--- src/rtl/rbnh_pkg.sv ---
// Shared constants and types for the ray versus box nearest-hit block.
package rbnh_pkg;

    localparam int COORD_WIDTH_DEF = 32;
    localparam int FRAC_BITS_DEF   = 16;
    localparam int MAX_DIST_INT    = 100;
    localparam int CFG_IDX_W       = 3;
    localparam int NUM_AXES        = 3;

    typedef enum logic [CFG_IDX_W-1:0] {
        REG_ORIGIN_X = 3'd0,
        REG_ORIGIN_Y = 3'd1,
        REG_ORIGIN_Z = 3'd2,
        REG_DIR_X    = 3'd3,
        REG_DIR_Y    = 3'd4,
        REG_DIR_Z    = 3'd5,
        REG_MAX_DIST = 3'd6
    } t_reg_idx;

endpackage

--- src/rtl/rbnh_recip.sv ---
// Shared restoring divider that forms the per-axis reciprocal of direction plus one LSB.
module rbnh_recip
    import rbnh_pkg::*;
#(
    parameter int COORD_WIDTH = COORD_WIDTH_DEF,
    parameter int FRAC_BITS   = FRAC_BITS_DEF
) (
    input  logic                          i_clk,
    input  logic                          i_rst_n,
    input  logic signed [COORD_WIDTH-1:0] i_dir [NUM_AXES],
    input  logic [NUM_AXES-1:0]           i_dir_wr,
    output logic signed [COORD_WIDTH-1:0] o_inv [NUM_AXES],
    output logic                          o_busy
);

    localparam int W  = COORD_WIDTH;
    localparam int QW = 2 * FRAC_BITS + 1;
    localparam int SW = ((QW > W) ? QW : W) + 1;
    localparam int CW = $clog2(QW);
    localparam int AW = $clog2(NUM_AXES);
    localparam logic signed [W-1:0] CMAX = {1'b0, {(W-1){1'b1}}};
    localparam logic signed [W-1:0] CMIN = {1'b1, {(W-1){1'b0}}};
    localparam logic [SW-1:0] CMAX_X = {{(SW-W){1'b0}}, CMAX};

    logic [NUM_AXES-1:0] r_pend;
    logic [NUM_AXES-1:0] n_pend;
    logic                r_run;
    logic [AW-1:0]       r_axis;
    logic [AW-1:0]       n_axis;
    logic [CW-1:0]       r_cnt;
    logic [W-1:0]        r_rem;
    logic [QW-1:0]       r_quo;
    logic [W-1:0]        r_mag;
    logic                r_neg;
    logic                r_zero;

    logic signed [W:0] den;
    logic [W:0]        den_abs;
    logic [W:0]        rem_sh;
    logic              ge;
    logic [W-1:0]      n_rem;
    logic [QW-1:0]     n_quo;
    logic [SW-1:0]     quo_x;
    logic [W-1:0]      quo_neg;
    logic [W-1:0]      result;
    logic              start;
    logic              last_step;
    logic [NUM_AXES-1:0] clr;

    always_comb begin
        n_axis = '0;
        for (int i = NUM_AXES - 1; i >= 0; i--) begin
            if (r_pend[i]) begin
                n_axis = AW'(i);
            end
        end
    end

    assign start     = !r_run && (|r_pend);
    assign last_step = r_run && (r_cnt == CW'(QW - 1));
    assign clr       = start ? (NUM_AXES'(1) << n_axis) : '0;
    assign n_pend    = (r_pend & ~clr) | i_dir_wr;

    assign den     = {i_dir[n_axis][W-1], i_dir[n_axis]} + {{W{1'b0}}, 1'b1};
    assign den_abs = den[W] ? ((W+1)'(0) - den) : den;

    assign rem_sh = {r_rem, (r_cnt == '0)};
    assign ge     = rem_sh >= {1'b0, r_mag};
    assign n_rem  = ge ? W'(rem_sh - {1'b0, r_mag}) : rem_sh[W-1:0];
    assign n_quo  = {r_quo[QW-2:0], ge};

    assign quo_x   = {{(SW-QW){1'b0}}, n_quo};
    assign quo_neg = W'(0) - quo_x[W-1:0];

    always_comb begin
        if (r_zero) begin
            result = CMAX;
        end else if (r_neg) begin
            result = (quo_x > CMAX_X + SW'(1)) ? CMIN : quo_neg;
        end else begin
            result = (quo_x > CMAX_X) ? CMAX : quo_x[W-1:0];
        end
    end

    always_ff @(posedge i_clk) begin
        if (!i_rst_n) begin
            r_pend <= '1;
            r_run  <= 1'b0;
            r_cnt  <= '0;
        end else begin
            r_pend <= n_pend;
            if (start) begin
                r_run <= 1'b1;
                r_cnt <= '0;
            end else if (last_step) begin
                r_run <= 1'b0;
            end else if (r_run) begin
                r_cnt <= r_cnt + CW'(1);
            end
        end
    end

    always_ff @(posedge i_clk) begin
        if (start) begin
            r_axis <= n_axis;
            r_rem  <= '0;
            r_quo  <= '0;
            r_mag  <= den_abs[W-1:0];
            r_neg  <= den[W];
            r_zero <= (den == '0);
        end else if (r_run) begin
            r_rem <= n_rem;
            r_quo <= n_quo;
        end
        if (last_step) begin
            o_inv[r_axis] <= result;
        end
    end

    assign o_busy = r_run || (|r_pend);

endmodule

--- config.mk ---
export PLATFORM = sky130hd
export DESIGN_NAME = rbnh_recip
export DESIGN_NICKNAME = d
export VERILOG_FILES = /design/src/rtl/rbnh_pkg.sv /design/src/rtl/rbnh_recip.sv
export SDC_FILE = /design/constraint.sdc
export NUM_CORES = 1
export LEC_CHECK = 0
export BUFFER_PORTS_ARGS = -buffer_cell sky130_fd_sc_hd__buf_2
export CAP_MARGIN = 20
export CORE_MARGIN = 2
export CORE_UTILIZATION = 53
export CTS_BUF_LIST = sky130_fd_sc_hd__clkbuf_8
export CTS_CLUSTER_DIAMETER = 80
export CTS_CLUSTER_SIZE = 40
export DETAILED_ROUTE_END_ITERATION = 8
export PLACE_DENSITY_LB_ADDON = 0.15
export SYNTH_ARGS = -nofsm -noshare
export SYNTH_HDL_FRONTEND = slang
export SYNTH_SLANG_ARGS = --single-unit
--- constraint.sdc ---
create_clock -name i_clk -period 5.1 [get_ports i_clk]
set_input_delay 0.51 -clock i_clk [delete_from_list [all_inputs] [get_ports i_clk]]
set_output_delay 0.51 -clock i_clk [all_outputs]
set_load 0.05 [all_outputs]
==> impl_metrics.tcl <==
set metrics [dict create \
    synth_edf_count 132 \
    combinationalPowerShare 0.172 \
    die_height_um 156 \
    fin_cells 1713 \
    mostFrequentLayoutCells "buf_2 (197), edfxtp_1 (132), nand2_1 (110), o21ai_0 (89), nor2_1 (76)" \
    seqPwrFrac 0.581 \
    setup_viol 0 \
    cts_root_buf "clkbuf_8" \
    cp.arrival_ns 5.08 \
    dp_cells 1697 \
    syn_to_final_growth_pct 12.3 \
    cts_setup_buffers 0 \
    core-area_sq_um 22700 \
    finalClockSkew_ns 0.0640 \
    cts-buffers-inserted 10 \
    gp_congestion 0.932 \
    cts_buffer_depth 3 \
    hold_path_class "input pin to register" \
    ys_seq_elements 206 \
    critPathLaunchType "register" \
    finalWorstSetupSlack_ns 0.254 \
    drtIter0Drc 698 \
    nets 1564 \
    rsz0062_at_grt "true" \
    pwr-share-clk 0.247 \
    power_mw 3.17 \
    slew_headroom 0.343 \
    cts_tree "built" \
    grt_busiest_layer "met2" \
    synthArstFlopShare 0 \
    path_class "register to register" \
    grt_pass1_wl_mm 48.1 \
    tns_ns 0 \
    cts.htree.levels 1 \
    diodes 0 \
    dpl.hpwl_mm 22.6 \
    synthFlopType "edfxtp_1" \
    period_minus_slack_ns 4.85 \
    die_area_sq_um 24400 \
    grt_pass1_vias 9523 \
    critical_path.max_fanout 22 \
    ys_seq_area_frac 0.444 \
    ys_warn_count 0 \
    grt_max_degree 62 \
    wl_per_cell_um 17.5 \
    fmaxAchievable_mhz 206 \
    clk_latency_ns 0.55 \
    use_met1 0.333 \
    grt_use_met3 0.0225 \
    syn_area_per_cell_sq_um 9.75 \
    power_density_nw_per_um2 230 \
    grt.total_usage 0.240 \
    overflow 0 \
    worst_pin_slew_ns 0.983 \
    cts.sinks 206 \
    final_util 0.607 \
    synth_cell_types 94 \
    final_antenna_net_count 0 \
    routed_via_density 6.04 \
    io_pins 198 \
    peakVddDrop_mv 0.163 \
    synth_nets 1399 \
    rows 55 \
    drv_cap 0 \
    p_leak_nw 5.33 \
    wirelength_mm 29.9 \
    p_sw_frac 0.277 \
    switchingPower_uw 877 \
    worstPathRequired_ns 5.33 \
    pre_cts_ws_ns -0.0255 \
    num_vias 10300 \
    io_buffer_count 197 \
    end_kind "register" \
    drt_drc_violations_left 0 \
    die_w_um 156 \
    min_period_over_period 0.950 \
    syn_inst 1259 \
    maxSlewViolCount 0 \
    outcome "finished, final reports clean" \
    hold_viol 0 \
    first_pass_iters 5 \
    final_common_cell "buf_2" \
    grt_antenna_before_repair 0 \
    hold_buffers 0 \
    met2_usage 0.407 \
    start_util 0.541 \
    drive_gt1_frac 0.212 \
    synth_area_sq_um 12300 \
    clk_pin_slew_worst_paths_ns 0.19 \
    internal_power_mw 2.29 \
]
[worst max-delay path, cell delays in order, from the launching register on]
cell,delay (ns)
dfxtp_1,0.43
inv_1,0.07
ha_1,0.19
nor4b_1,0.16
nand2b_1,0.10
ha_1,0.19
nor2b_1,0.06
o211ai_1,0.16
a21boi_0,0.15
o21ba_2,0.26
o21ai_2,0.21
a22o_1,0.19
ha_1,0.19
nand2_1,0.09
or2_2,0.29
or2_1,0.24
or3_4,0.38
o21ai_2,0.13
and2b_1,0.21
nand2_4,0.19
o311ai_1,0.64
[stage by stage]
step	area, sq um	hold WS (ns)
floorplan	12300	0.450
global placement	13500	0.467
detailed placement	13500	0.470
CTS	13800	0.145
global route	13800	0.155
finish	13800	0.160
[registers in the layout (all words and copies together), names as in the netlist]
name    flops
r_mag      32
r_neg       1
r_pend      3
r_quo      32
r_cnt       6
r_rem      32
r_zero      1
r_run       1
o_inv      96
r_axis      2
[area by class of cell]
class	count	area (sq um)
inverters	62	238
repair buffers	230	1240
multi-input cells	914	6260
clock buffers	12	165
well taps	285	357
clock inverters	4	82.6
flip-flops and latches	206	5450
fillers	1981	8920
[synthesized netlist by cell type (27+ instances only)]
cell type,instances,share of area
nor3_1,41,0.017
nand2_1,110,0.034
a21oi_1,62,0.025
nor2_1,77,0.024
xnor2_1,60,0.043
a21o_1,29,0.018
dfxtp_1,74,0.12
clkbuf_1,48,0.015
edfxtp_1,132,0.32
o21ai_0,90,0.037
nand3_1,27,0.011
inv_1,56,0.017
a22o_1,47,0.034
ha_1,38,0.039
[power groups by stage]
stage	combinational, mW	sequential [mW]	clock (mW)
final	0.544	1.84	0.783
after floorplan	0.396	1.86	0
after global routing	0.605	1.84	0.850
after global placement	0.528	1.87	0
after CTS	0.539	1.84	0.801
after detailed placement	0.536	1.88	0
[layer usage]
metal | routed length, um | vias to the layer above
li1 | - | 5107
met2 | 13900 | 385
met5 | 0 | -
met3 | 1830 | 37
met1 | 13700 | 4814
met4 | 518 | 0
[timing repair]
item | CTS | global route
gates cloned | 0 | 0
resized for setup | 8 | 8
setup endpoints to repair | 27 | 84
endpoints found under the hold margin | 0 | 0
[logic make-up after synthesis]
group,share of synthesized area
DFF,0.444
adders and majority gates,0.0404
xor gates and xnor gates,0.0606
buffers and inverters,0.0508
muxes,0.00591
AOI/OAI and AO/OA,0.244
and+or+nand+nor,0.155
[final timing paths]
| kind | startpoint | endpoint | slack, ns | cells past startpoint |
|---|---|---|---|---|
| max | r_cnt[0] | o_inv[66] | 0.25 | 20 |
| min | i_dir_wr[2] | r_pend[2] | 0.16 | 2 |
| max reg2reg | r_cnt[0] | o_inv[66] | 0.25 | 20 |
| min reg2reg | r_rem[4] | r_rem[4] | 0.50 | 2 |
Note: power is estimated with default switching activity, not from simulation.
